$ cat config.mk
export PLATFORM = sky130hd
export DESIGN_NAME = countdown_timer_table
export DESIGN_NICKNAME = d
export VERILOG_FILES = /design/src/sv/ctt_pkg.sv /design/src/sv/countdown_timer_table.sv /design/src/sv/ctt_cell.sv /design/src/sv/ctt_ctrl.sv
export VERILOG_INCLUDE_DIRS = /design/src /design/src/sv
export SDC_FILE = /design/constraint.sdc
export NUM_CORES = 2
export LEC_CHECK = 0
export BUFFER_PORTS_ARGS = -buffer_cell sky130_fd_sc_hd__clkbuf_2
export CAP_MARGIN = 20
export CORE_ASPECT_RATIO = 1.1
export CORE_UTILIZATION = 53
export CTS_CLUSTER_SIZE = 28
export DETAILED_ROUTE_END_ITERATION = 8
export GPL_TIMING_DRIVEN = 0
export PLACE_DENSITY_LB_ADDON = 0.08
export SKIP_CTS_REPAIR_TIMING = 1
export SYNTH_ARGS = -nofsm -noshare
export SYNTH_HDL_FRONTEND = slang
export SYNTH_SLANG_ARGS = --single-unit
$ cat constraint.sdc
create_clock -name clk_i -period 6.4 [get_ports clk_i]
set_input_delay 0.64 -clock clk_i [delete_from_list [all_inputs] [get_ports clk_i]]
set_output_delay 0.64 -clock clk_i [all_outputs]
set_load 0.02 [all_outputs]
$ cat src/sv/assert_macros.svh
// Assertion macros used by the timer table RTL (ctt_ctrl).
// No dependencies; compiled out when SYNTHESIS is defined.
`ifndef ASSERT_MACROS_SVH
`define ASSERT_MACROS_SVH
`ifndef SYNTHESIS
`define CTT_ASSERT(name, clk, rst_n, prop) \
  name: assert property (@(posedge clk) disable iff (!rst_n) prop) \
    else $error("timer table assertion failed");
`define CTT_ASSERT_IMP(name, clk, rst_n, ante, cons) \
  name: assert property (@(posedge clk) disable iff (!rst_n) (ante) |-> (cons)) \
    else $error("timer table implication failed");
`else
`define CTT_ASSERT(name, clk, rst_n, prop)
`define CTT_ASSERT_IMP(name, clk, rst_n, ante, cons)
`endif
`endif

$ cat src/sv/ctt_pkg.sv
// Package for the countdown timer table: item types, codes, constants.
// No dependencies; imported by every module of the block.
`default_nettype none
package ctt_pkg;

  parameter int unsigned MAX_TIMERS = 16;
  parameter int unsigned RESULT_CAP = 16;

  localparam logic signed [15:0] CNT_MIN = 16'sh8000;
  localparam logic signed [15:0] CNT_MAX = 16'sh7fff;

  typedef enum logic [1:0] {
    CMD_START    = 2'd0,
    CMD_LENGTHEN = 2'd1,
    CMD_STOP     = 2'd2,
    CMD_TICK     = 2'd3
  } cmd_e;

  typedef enum logic [1:0] {
    ST_DONE      = 2'd0,
    ST_FULL      = 2'd1,
    ST_NOT_FOUND = 2'd2,
    ST_FIRED     = 2'd3
  } status_e;

  typedef enum logic [1:0] {
    OP_HOLD   = 2'd0,
    OP_INSERT = 2'd1,
    OP_ROTATE = 2'd2
  } cell_op_e;

  typedef struct packed {
    logic [7:0]         handler;
    logic signed [15:0] argument;
    logic signed [15:0] count;
    logic [1:0]         tclass;
  } entry_t;

  typedef struct packed {
    cell_op_e op;
    logic     tail_we;
  } cell_ctl_t;

  typedef struct packed {
    cmd_e               cmd;
    logic [7:0]         handler_id;
    logic signed [15:0] handler_arg;
    logic signed [15:0] delay;
    logic [1:0]         timer_class;
  } in_item_t;

  typedef struct packed {
    status_e            status;
    logic [7:0]         fired_id;
    logic signed [15:0] fired_arg;
    logic               last;
  } out_item_t;

endpackage
`default_nettype wire

$ cat src/sv/countdown_timer_table.sv
// Start loads its result at the accepting edge; it can be taken in the cycle
// after acceptance. Lengthen, stop and tick pass the L used timers through the
// head unit, one a cycle while the output register is free, then move to
// S_DONE, which loads the final result; all but the last firing of a tick
// appear during the pass. Next item accepted once the final result is taken.
// Reset empties the table (fill count to zero).
`default_nettype none
module countdown_timer_table import ctt_pkg::*; #(
  parameter int unsigned MaxTimers = MAX_TIMERS
) (
  input  wire logic      clk_i,
  input  wire logic      rst_ni,
  input  wire logic      in_valid_i,
  output logic           in_ready_o,
  input  wire in_item_t  in_item_i,
  output logic           out_valid_o,
  input  wire logic      out_ready_i,
  output out_item_t      out_item_o
);

  localparam int unsigned LW = $clog2(MaxTimers + 1);

  cell_ctl_t     ctl;
  logic [LW-1:0] len;
  entry_t        new_entry, tail_entry;
  entry_t        chain [MaxTimers];

  ctt_ctrl #(
    .MaxTimers (MaxTimers)
  ) u_ctrl (
    .clk_i       (clk_i),
    .rst_ni      (rst_ni),
    .in_valid_i  (in_valid_i),
    .in_ready_o  (in_ready_o),
    .in_item_i   (in_item_i),
    .out_valid_o (out_valid_o),
    .out_ready_i (out_ready_i),
    .out_item_o  (out_item_o),
    .head_i      (chain[0]),
    .ctl_o       (ctl),
    .len_o       (len),
    .new_o       (new_entry),
    .tail_o      (tail_entry)
  );

  for (genvar g = 0; g < MaxTimers; g++) begin : g_cell
    entry_t left, right;
    if (g == 0) begin : g_first
      assign left = new_entry;
    end else begin : g_mid_l
      assign left = chain[g-1];
    end
    if (g == MaxTimers - 1) begin : g_last
      assign right = tail_entry;
    end else begin : g_mid_r
      assign right = chain[g+1];
    end
    ctt_cell #(
      .MaxTimers (MaxTimers),
      .Idx       (g)
    ) u_cell (
      .clk_i   (clk_i),
      .ctl_i   (ctl),
      .len_i   (len),
      .left_i  (left),
      .right_i (right),
      .tail_i  (tail_entry),
      .q_o     (chain[g])
    );
  end

endmodule
`default_nettype wire

$ cat src/sv/ctt_cell.sv
// One slot of the timer chain: holds a timer and takes from a neighbour.
// Depends on ctt_pkg.
`default_nettype none
module ctt_cell import ctt_pkg::*; #(
  parameter int unsigned MaxTimers = MAX_TIMERS,
  parameter int unsigned Idx       = 0
) (
  input  wire logic                             clk_i,
  input  wire cell_ctl_t                        ctl_i,
  input  wire logic [$clog2(MaxTimers+1)-1:0]   len_i,
  input  wire entry_t                           left_i,
  input  wire entry_t                           right_i,
  input  wire entry_t                           tail_i,
  output entry_t                                q_o
);

  localparam int unsigned LW = $clog2(MaxTimers + 1);
  localparam logic [LW-1:0] TailPos = LW'(Idx + 1);

  entry_t slot_q, slot_d;

  // rotate: cells before the list tail move towards the head, the tail
  // cell takes the processed head entry unless it was removed
  always_comb begin
    slot_d = slot_q;
    case (ctl_i.op)
      OP_INSERT: slot_d = left_i;
      OP_ROTATE: begin
        if (len_i > TailPos) begin
          slot_d = right_i;
        end else if (len_i == TailPos && ctl_i.tail_we) begin
          slot_d = tail_i;
        end
      end
      default: slot_d = slot_q;
    endcase
  end

  always_ff @(posedge clk_i) begin
    slot_q <= slot_d;
  end

  assign q_o = slot_q;

endmodule
`default_nettype wire

$ cat src/sv/ctt_ctrl.sv
// Head unit and sequencer of the timer table: command decode, per-entry
// update at the chain head, result register. Depends on ctt_pkg.
`default_nettype none
`include "assert_macros.svh"
module ctt_ctrl import ctt_pkg::*; #(
  parameter int unsigned MaxTimers = MAX_TIMERS
) (
  input  wire logic                            clk_i,
  input  wire logic                            rst_ni,
  input  wire logic                            in_valid_i,
  output logic                                 in_ready_o,
  input  wire in_item_t                        in_item_i,
  output logic                                 out_valid_o,
  input  wire logic                            out_ready_i,
  output out_item_t                            out_item_o,
  input  wire entry_t                          head_i,
  output cell_ctl_t                            ctl_o,
  output logic [$clog2(MaxTimers+1)-1:0]       len_o,
  output entry_t                               new_o,
  output entry_t                               tail_o
);

  localparam int unsigned LW = $clog2(MaxTimers + 1);
  localparam int unsigned NW = $clog2(RESULT_CAP + 1);

  typedef enum logic [2:0] {
    S_IDLE = 3'b001,
    S_PASS = 3'b010,
    S_DONE = 3'b100
  } state_e;

  function automatic logic signed [15:0] sat_add(input logic signed [15:0] a,
                                                 input logic signed [15:0] b);
    logic signed [16:0] s;
    s = {a[15], a} + {b[15], b};
    if (s[16] != s[15]) begin
      return s[16] ? CNT_MIN : CNT_MAX;
    end
    return s[15:0];
  endfunction

  state_e             state_q, state_d;
  logic [LW-1:0]      len_q, len_d;
  logic [LW-1:0]      rem_q, rem_d;
  logic [NW-1:0]      n_q, n_d;
  logic               found_q, found_d;
  logic               pend_v_q, pend_v_d;
  logic [7:0]         pend_id_q;
  logic signed [15:0] pend_arg_q;
  cmd_e               cmd_q;
  logic [7:0]         id_q;
  logic signed [15:0] delay_q;
  logic [1:0]         cls_q;
  logic               out_valid_q;
  out_item_t          out_q, out_d;
  logic               out_load;

  logic               out_free, accept, full, step;
  entry_t             tail;
  logic signed [15:0] dec;
  logic               kept, match, fire;

  assign out_free   = !out_valid_q || out_ready_i;
  assign in_ready_o = (state_q == S_IDLE) && out_free;
  assign accept     = in_valid_i && in_ready_o;
  assign full       = (len_q == LW'(MaxTimers));
  assign step       = (state_q == S_PASS) && (rem_q != '0) && out_free;

  // head entry update
  always_comb begin
    tail  = head_i;
    kept  = 1'b1;
    match = 1'b0;
    fire  = 1'b0;
    dec   = (head_i.count == CNT_MIN) ? CNT_MIN : head_i.count - 16'sd1;
    case (cmd_q)
      CMD_TICK: begin
        if (n_q < NW'(RESULT_CAP) && head_i.tclass == cls_q) begin
          tail.count = dec;
          if (dec <= 16'sd0) begin
            fire = 1'b1;
            kept = 1'b0;
          end
        end
      end
      CMD_LENGTHEN: begin
        if (!found_q && head_i.handler == id_q) begin
          match      = 1'b1;
          tail.count = sat_add(head_i.count, delay_q);
        end
      end
      CMD_STOP: begin
        if (!found_q && head_i.handler == id_q) begin
          match = 1'b1;
          kept  = 1'b0;
        end
      end
      default: ;
    endcase
  end

  always_comb begin
    state_d       = state_q;
    len_d         = len_q;
    rem_d         = rem_q;
    n_d           = n_q;
    found_d       = found_q;
    pend_v_d      = pend_v_q;
    out_load      = 1'b0;
    out_d         = '0;
    ctl_o.op      = OP_HOLD;
    ctl_o.tail_we = kept;
    case (state_q)
      S_IDLE: begin
        if (accept) begin
          if (in_item_i.cmd == CMD_START) begin
            out_load   = 1'b1;
            out_d.last = 1'b1;
            if (full) begin
              out_d.status = ST_FULL;
            end else begin
              out_d.status = ST_DONE;
              ctl_o.op     = OP_INSERT;
              len_d        = len_q + 1'b1;
            end
          end else begin
            rem_d    = len_q;
            n_d      = '0;
            found_d  = 1'b0;
            pend_v_d = 1'b0;
            state_d  = S_PASS;
          end
        end
      end
      S_PASS: begin
        if (rem_q == '0) begin
          state_d = S_DONE;
        end else if (out_free) begin
          ctl_o.op = OP_ROTATE;
          rem_d    = rem_q - 1'b1;
          found_d  = found_q || match;
          if (!kept) begin
            len_d = len_q - 1'b1;
          end
          // a firing is held back until the next one so the final one can carry last
          if (fire) begin
            n_d      = n_q + 1'b1;
            pend_v_d = 1'b1;
            if (pend_v_q) begin
              out_load        = 1'b1;
              out_d.status    = ST_FIRED;
              out_d.fired_id  = pend_id_q;
              out_d.fired_arg = pend_arg_q;
            end
          end
        end
      end
      S_DONE: begin
        if (out_free) begin
          out_load   = 1'b1;
          out_d.last = 1'b1;
          state_d    = S_IDLE;
          if (cmd_q == CMD_TICK) begin
            if (pend_v_q) begin
              out_d.status    = ST_FIRED;
              out_d.fired_id  = pend_id_q;
              out_d.fired_arg = pend_arg_q;
            end else begin
              out_d.status = ST_DONE;
            end
          end else begin
            out_d.status = found_q ? ST_DONE : ST_NOT_FOUND;
          end
        end
      end
      default: state_d = S_IDLE;
    endcase
  end

  always_ff @(posedge clk_i or negedge rst_ni) begin
    if (!rst_ni) begin
      state_q     <= S_IDLE;
      len_q       <= '0;
      rem_q       <= '0;
      n_q         <= '0;
      found_q     <= 1'b0;
      pend_v_q    <= 1'b0;
      out_valid_q <= 1'b0;
    end else begin
      state_q  <= state_d;
      len_q    <= len_d;
      rem_q    <= rem_d;
      n_q      <= n_d;
      found_q  <= found_d;
      pend_v_q <= pend_v_d;
      if (out_load) begin
        out_valid_q <= 1'b1;
      end else if (out_ready_i) begin
        out_valid_q <= 1'b0;
      end
    end
  end

  always_ff @(posedge clk_i) begin
    if (accept) begin
      cmd_q   <= in_item_i.cmd;
      id_q    <= in_item_i.handler_id;
      delay_q <= in_item_i.delay;
      cls_q   <= in_item_i.timer_class;
    end
    if (step && fire) begin
      pend_id_q  <= head_i.handler;
      pend_arg_q <= head_i.argument;
    end
    if (out_load) begin
      out_q <= out_d;
    end
  end

  assign out_valid_o = out_valid_q;
  assign out_item_o  = out_q;
  assign len_o       = len_q;
  assign tail_o      = tail;

  always_comb begin
    new_o.handler  = in_item_i.handler_id;
    new_o.argument = in_item_i.handler_arg;
    new_o.count    = in_item_i.delay;
    new_o.tclass   = in_item_i.timer_class;
  end

  `CTT_ASSERT(a_len_bound, clk_i, rst_ni, (len_q <= LW'(MaxTimers)))
  `CTT_ASSERT(a_fire_cap, clk_i, rst_ni, (n_q <= NW'(RESULT_CAP)))
  `CTT_ASSERT(a_pass_no_grow, clk_i, rst_ni, (state_q == S_PASS |=> len_q <= $past(len_q)))
  `CTT_ASSERT_IMP(a_zero_fields, clk_i, rst_ni, out_valid_q && out_q.status != ST_FIRED, out_q.fired_id == '0 && out_q.fired_arg == '0)

endmodule
`default_nettype wire
== Word-level counts from Yosys, hierarchy flattened ==
Cells that the tools add are included.

* Register bits: 772
* Input bits: 48
* Output and inout port bits: 29

* $add $sub $neg: 6
* Order comparisons: 18
* Eq/ne operators: 55
* Muxes and demuxes: 131
* Reduce and logical (&&, ||, !) cells: 55

{| class="wikitable"
|+ Operators with widths
! operator !! number
|-
| case mux 42 bit (2 select lines) || 16
|-
| 2-to-1 mux 42 bit || 31
|-
| 2-to-1 mux 26 bit || 4
|-
| 2-to-1 mux 16 bit || 6
|-
| 2-to-1 mux 5 bit || 15
|-
| 2-to-1 mux 24 bit || 2
|-
| != test 3 x 1 -> 1 bit (second input constant) || 16
|-
| case mux 24 bit (2 select lines) || 1
|-
| == test 5 x 4 -> 1 bit (second input constant) || 8
|-
| greater-than comparator 5 x 4 -> 1 bit (second input constant) || 8
|-
| AND reduction 2 bit || 17
|-
| case mux 16 bit (2 select lines) || 1
|-
| case mux 5 bit (2 select lines) || 3
|-
| 2-to-1 mux 1 bit || 29
|-
| 2-to-1 mux 27 bit || 1
|-
| logical AND 1 bit || 23
|-
| == test 5 x 3 -> 1 bit (second input constant) || 4
|-
| greater-than comparator 5 x 3 -> 1 bit (second input constant) || 4
|-
| 2-to-1 mux 18 bit || 1
|-
| 2-to-1 mux 2 bit || 9
|-
| adder 16 x 16 -> 17 bit || 1
|-
| == test 16 bit (second input constant) || 1
|-
| less-or-equal comparator 16 x 1 -> 1 bit (second input constant) || 1
|-
| subtractor 16 x 2 -> 16 bit (second input constant) || 1
|-
| other kinds (36) || 62
|}

== Depth between registers and ports, before layout ==
* Depth after elaboration: 11
* Gate-level depth with buffers: 16
* Depth with buffers taken out: 14

== Modules after synthesis ==
From an unflattened synthesis, not the netlist that was laid out.

* Cells, all modules: 4188
* Area total of the unflattened synthesis: 43950.9 sq um

{| class="wikitable"
|+ Modules (own cells, without submodules)
! module !! times used !! cells an instance !! area each (sq um)
|-
| ctt_ctrl || 1 || 600 || 6234.7
|-
| ctt_cell at g_cell[3].u_cell ... || 2 || 247 || 2607.5
|-
| ctt_cell at g_cell[14].u_cell || 1 || 142 || 2665.1
|-
| ctt_cell at g_cell[9].u_cell || 1 || 249 || 2627.5
|-
| ctt_cell at g_cell[8].u_cell || 1 || 245 || 2384.8
|-
| ctt_cell at g_cell[11].u_cell || 1 || 245 || 2367.3
|-
| ctt_cell at g_cell[5].u_cell || 1 || 236 || 2332.2
|-
| ctt_cell at g_cell[1].u_cell || 1 || 236 || 2326.0
|-
| ctt_cell at g_cell[12].u_cell || 1 || 237 || 2263.4
|-
| ctt_cell at g_cell[4].u_cell || 1 || 188 || 2249.7
|-
| ctt_cell at g_cell[0].u_cell || 1 || 187 || 2248.4
|-
| ctt_cell at g_cell[6].u_cell || 1 || 187 || 2238.4
|-
| ctt_cell at g_cell[10].u_cell || 1 || 236 || 2230.9
|-
| ctt_cell at g_cell[13].u_cell || 1 || 235 || 2210.9
|-
| 2 more rows || -- || -- || --
|}

== Worst setup path before layout ==
No wires, ideal clock.

* Kind: reg2reg
* From: register u_ctrl.state_q[0]
* To: register g_cell[7].u_cell.slot_q, in the netlist g_cell[7].u_cell.q_o[0], enable pin
* Library setup time: 493 ps
* Data arrival time: 6419 ps
* Required time: 5907 ps
* Path slack: -512 ps
* Cell stages (with the launch flop): 12
* Buffers on the path: 4
* Cells stage by stage: dfstp_2 > clkbuf_1 > nand4bb_1 > nor2_1 > nand3_1 > ha_1 > clkbuf_1 > inv_1 > clkbuf_1 > nor2_1 > clkbuf_1 > nor3_1

* Cells in the longest elaborated chain, start to end: 8
* Elaborated cells on any way between the ends: 11
* Those cells by class: 5 x eq/ne; 2 x mux; 4 x reduce/logical

{| class="wikitable"
|+ RTL lines
! item !! RTL line !! RTL
|-
| start: declaration || ctt_ctrl.sv:42 || <nowiki>state_e state_q, state_d;</nowiki>
|-
| start signal: assignment || ctt_ctrl.sv:190 || <nowiki>state_q <= state_d;</nowiki>
|-
| == test 3 x 1 -> 1 bit * || ctt_ctrl.sv:64 || <nowiki>assign in_ready_o = (state_q == S_IDLE) && out_free;</nowiki>
|-
| logical AND 1 bit * || ctt_ctrl.sv:64 ||
|-
| logical AND 1 bit * || ctt_ctrl.sv:65 || <nowiki>assign accept = in_valid_i && in_ready_o;</nowiki>
|-
| via u_ctrl.accept || ctt_ctrl.sv:58 || <nowiki>logic out_free, accept, full, step;</nowiki>
|-
| 2-to-1 mux 2 bit * || ctt_ctrl.sv:115 || <nowiki>if (accept) begin</nowiki>
|-
| case mux 2 bit (2 select lines) * || ctt_ctrl.sv:113 || <nowiki>case (state_q)</nowiki>
|-
| == test 2 bit / == test 2 x 1 -> 1 bit (equally long branches) || ctt_cell.sv:26 || <nowiki>case (ctl_i.op)</nowiki>
|-
| != test 3 x 1 -> 1 bit (no source line) / nonzero test 2 bit (equally long branches) || -- ||
|-
| AND reduction 2 bit (no source line) * || -- ||
|-
| end signal: assignment || ctt_cell.sv:40 || <nowiki>slot_q <= slot_d;</nowiki>
|-
| end: declaration || ctt_cell.sv:20 || <nowiki>entry_t slot_q, slot_d;</nowiki>
|}

Mark *: on every way through the listed nets, which the timed path passes. The rest lies on a longest branch.
A chain may end at the register's enable or synchronous reset.

== Final worst setup path ==
* From: register u_ctrl.len_q[1], in the netlist u_ctrl.len_o[1]
* To: register g_cell[14].u_cell.slot_q, in the netlist g_cell[14].u_cell.q_o[24], enable pin

* Cells in the longest elaborated chain, start to end: 8
* Elaborated cells on any way between the ends: 13
* Those cells by class: 1 x order compare; 5 x eq/ne; 4 x mux; 3 x reduce/logical

{| class="wikitable"
|+ RTL lines
! item !! RTL line !! RTL
|-
| start: declaration || ctt_ctrl.sv:43 || <nowiki>logic [LW-1:0] len_q, len_d;</nowiki>
|-
| start signal: assignment || ctt_ctrl.sv:191 || <nowiki>len_q <= len_d;</nowiki>
|-
| == test 5 bit || ctt_ctrl.sv:66 || <nowiki>assign full = (len_q == LW'(MaxTimers));</nowiki>
|-
| 2-to-1 mux 1 bit || ctt_ctrl.sv:119 || <nowiki>if (full) begin</nowiki>
|-
| 2-to-1 mux 2 bit || ctt_ctrl.sv:116 || <nowiki>if (in_item_i.cmd == CMD_START) begin</nowiki>
|-
| 2-to-1 mux 2 bit || ctt_ctrl.sv:115 ||
|-
| case mux 2 bit (2 select lines) || ctt_ctrl.sv:113 ||
|-
| == test 2 bit / == test 2 x 1 -> 1 bit (equally long branches) || ctt_cell.sv:26 ||
|-
| != test 3 x 1 -> 1 bit (no source line) / nonzero test 2 bit (equally long branches) || -- ||
|-
| AND reduction 2 bit (no source line) * || -- ||
|-
| end signal: assignment || ctt_cell.sv:40 ||
|-
| end: declaration || ctt_cell.sv:20 ||
|}

Every way passes the cells marked *; elsewhere a longest branch is shown, timed or not.

==> results.py <==
metrics = {
    "die": {
        "io_pins": 77,
        "initial_core_util": 0.539,
        "dieWidth_um": 260,
        "die_h_um": 286,
        "row_count": 103,
        "die_area_sq_um": 74600,
        "core_area_sq_um": 72300,
    },
    "logic_synthesis": {
        "synth-edff-count": 751,
        "yosys.area.top_type": "edfxtp_1",
        "synth-async-reset-ratio": 0.0272,
        "ys_types": 83,
        "synth_top_area_frac": 0.579,
        "seq_area_frac_synth": 0.593,
        "synthesis.nets": 3888,
        "synth_flop_cell": "edfxtp_1",
        "synthCells": 3808,
        "yosysWarnings": 0,
        "ys_ff_latch": 772,
        "syn_area_sq_um": 38900,
        "synth_area_leaders": "edfxtp_1 (58%), nand2_1 (6.7%), a31oi_1 (5.2%), nor2_1 (4.4%), a21oi_1 (3.5%)",
        "syn_area_per_cell_sq_um": 10.2,
    },
    "sta": {
        "clock_skew_ps": 22.6,
        "whs_ps": -37.3,
        "fin_crit_sh": 0.943,
        "rsz0062_at_grt": "false",
        "worst_pin_slew_ps": 1230,
        "hold_viol_final": 20,
        "tns_ps": 0,
        "setup-violations-final": 0,
        "finalMaxSlewViolations": 0,
        "fmax_mhz": 166,
        "max_slew_margin": 0.181,
        "fin_crit_ps": 6030,
    },
    "clocking": {
        "clk_path_buf_depth": 3,
        "insertion_delay_ps": 650,
        "cts_tree": "built",
        "cts_sinks": 772,
        "clk_pin_slew_ps": 60,
        "htreeDepth": 3,
        "root_buffer": "clkbuf_16",
        "numCtsBuffers": 84,
    },
    "finish": {
        "drive_above_1_share": 0.0827,
        "stdcell_area_sq_um": 43900,
        "synthToLayoutAreaGrowth_pct": 12.6,
        "finalNetCount": 4089,
    },
    "power": {
        "p_seq_frac": 0.394,
        "swShare": 0.406,
        "pwr_density_cell_nw_per_um2": 462,
        "p_switching_uw": 8220,
        "finalPower_uw": 20200,
        "p_leak_uw": 0.0154,
        "vdd_drop_max_uv": 238,
        "internal_power_uw": 12000,
        "combPwrFrac": 0.372,
        "power.share.clock": 0.234,
    },
    "setup_path": {
        "reg2regPathDepth": 13,
        "startpoint_type": "flop",
        "endpoint_kind": "flop",
        "critical_path.max_fanout": 26,
        "critPathKind": "flop to flop",
        "arrival_ps": 6420,
        "required_ps": 6790,
    },
    "flow_run": {
        "cap_violations": 0,
    },
    "global_routing": {
        "grt_use_total": 0.365,
        "grt.overflow.total": 0,
        "grt_pass1_wl_mm": 201,
        "grt_max_degree": 31,
        "grt_pass1_vias": 33100,
        "antenna_found_initial": 3,
    },
    "route": {
        "drc": 8,
        "antenna_left": 0,
        "drtIter0Drc": 3663,
        "routed_wl_mm": 137,
        "vias": 32900,
        "detail_route.wl_per_cell_um": 27.3,
        "first_pass_iters": 9,
        "viasPerCell": 6.55,
    },
    "placement": {
        "globalplace.congestion": 0.971,
        "port_buffers": 76,
        "hpwl_mm": 102,
        "placed_area_sq_um": 41200,
    },
    "status": {
        "violations": "DRC, hold timing",
        "status": "finished, violations left",
    },
    "min_path": {
        "hp-class": "input port to async pin",
    },
}
layer usage:
metal | routed length, um | vias up | global-route usage
met5 | 0 | - | 0
met4 | 10400 | 0 | 0.245
met3 | 10500 | 428 | 0.0453
met2 | 66300 | 1823 | 0.608
met1 | 49900 | 16200 | 0.444
li1 | - | 14400 | -
cells by family after synthesis:
| logic type | count (synthesis) | share of synthesized area |
|---|---|---|
| adders and majority gates | 32 | 0.0105 |
| muxes | 110 | 0.0292 |
| xor gates and xnor gates | 27 | 0.00607 |
| DFF | 772 | 0.593 |
| buffers and inverters | 350 | 0.0349 |
| AOI/OAI and AO/OA | 1032 | 0.162 |
| and+or+nand+nor | 1485 | 0.165 |
power groups by stage:
stage          Sequential, uW  Clock (uW)  Combinational [uW]
5_1_grt                  8030        4970                8050
3_5_place_dp             8050           0                7230
4_1_cts                  7950        4760                7270
3_3_place_gp             8180           0                6850
6_report                 7980        4750                7530
2_1_floorplan            7760           0                4640
worst paths after layout:
check | startpoint | end | slack, ps
min | rst_ni | u_ctrl.found_q | -40
max in group asynchronous | rst_ni | u_ctrl.len_o[0] | 6060
max reg2reg | u_ctrl.len_o[1] | g_cell[14].u_cell.q_o[24] | 370
max | u_ctrl.len_o[1] | g_cell[14].u_cell.q_o[24] | 370
min reg2reg | g_cell[0].u_cell.q_o[41] | u_ctrl.pend_id_q[7] | 470
min in group clk_i | in_item_i[37] | u_ctrl.id_q[3] | 180
flip-flops by register name, indices dropped and copies added (netlist names):
signal / flops
u_ctrl.found_q: 1
u_ctrl.cmd_q: 2
u_ctrl.out_valid_o: 1
u_ctrl.pend_arg_q: 16
u_ctrl.out_item_o: 27
u_ctrl.len_o: 5
u_ctrl.delay_q: 16
g_cell.u_cell.q_o: 672
u_ctrl.cls_q: 2
u_ctrl.state_q: 3
u_ctrl.pend_v_q: 1
u_ctrl.id_q: 8
u_ctrl.n_q: 5
u_ctrl.pend_id_q: 8
u_ctrl.rem_q: 5
cell usage after synthesis (27+ instances only):
cell        n
or3_1      94
nor2_1    458
a31oi_1   323
o22ai_1    51
nand2b_1   53
o21ai_0   190
nand2_1   699
mux2i_1    80
a22o_1     27
a21oi_1   269
and2_1     28
edfxtp_1  751
and3_1     46
clkbuf_1  286
mux2_2     30
ha_1       31
cell type report:
cell class | count | area [sq um]
fillers | 6237 | 28400
flip-flops and latches | 772 | 23100
multi-input cells | 2686 | 14700
clock buffers | 100 | 2180
plain buffers | 327 | 1290
well taps | 945 | 1180
repair buffers | 115 | 943
clock inverters | 52 | 413
inverters | 23 | 86.3
diodes | 2 | 5.00
worst max-delay path: stages, from the launching register on:
cell             delay [ps]
dfrtp_1                 410
clkbuf_1                260
nor3_1                  550
nand3_1                 310
nand3_1                 200
ha_1                    160
clkbuf_1                540
clkbuf_1                560
clkbuf_2                570
clkdlybuf4s15_1         890
clkdlybuf4s15_1         830
a21oi_4                 130
buf_12                  180
buf_12                  160
placed cells by master (no fill, tap or decap), drive strengths merged, types with 17 or more instances in the layout:
cell,instances
dfrtp,20
mux2,30
inv,26
nand2,700
or3,94
a21o,19
nand2b,53
mux2i,80
a31oi,323
a22o,27
a22oi,25
nor3,17
o22ai,51
edfxtp,751
and3,46
and2,29
clkinv,43
nor2,458
clkbuf,461
o21ai,207
a21oi,270
buf,79
ha,31
nand3,25
through the flow:
step / instances / worst slack (ps) / utilization
floorplan: 3808 / 99.3 / -
global placement: 4829 / -3890 / 0.560
detailed placement: 4858 / 47.0 / 0.569
CTS: 5010 / 35.6 / 0.605
global route: 5020 / 230 / 0.607
finish: 5022 / 367 / 0.607
(Power assumes the default switching activity.)
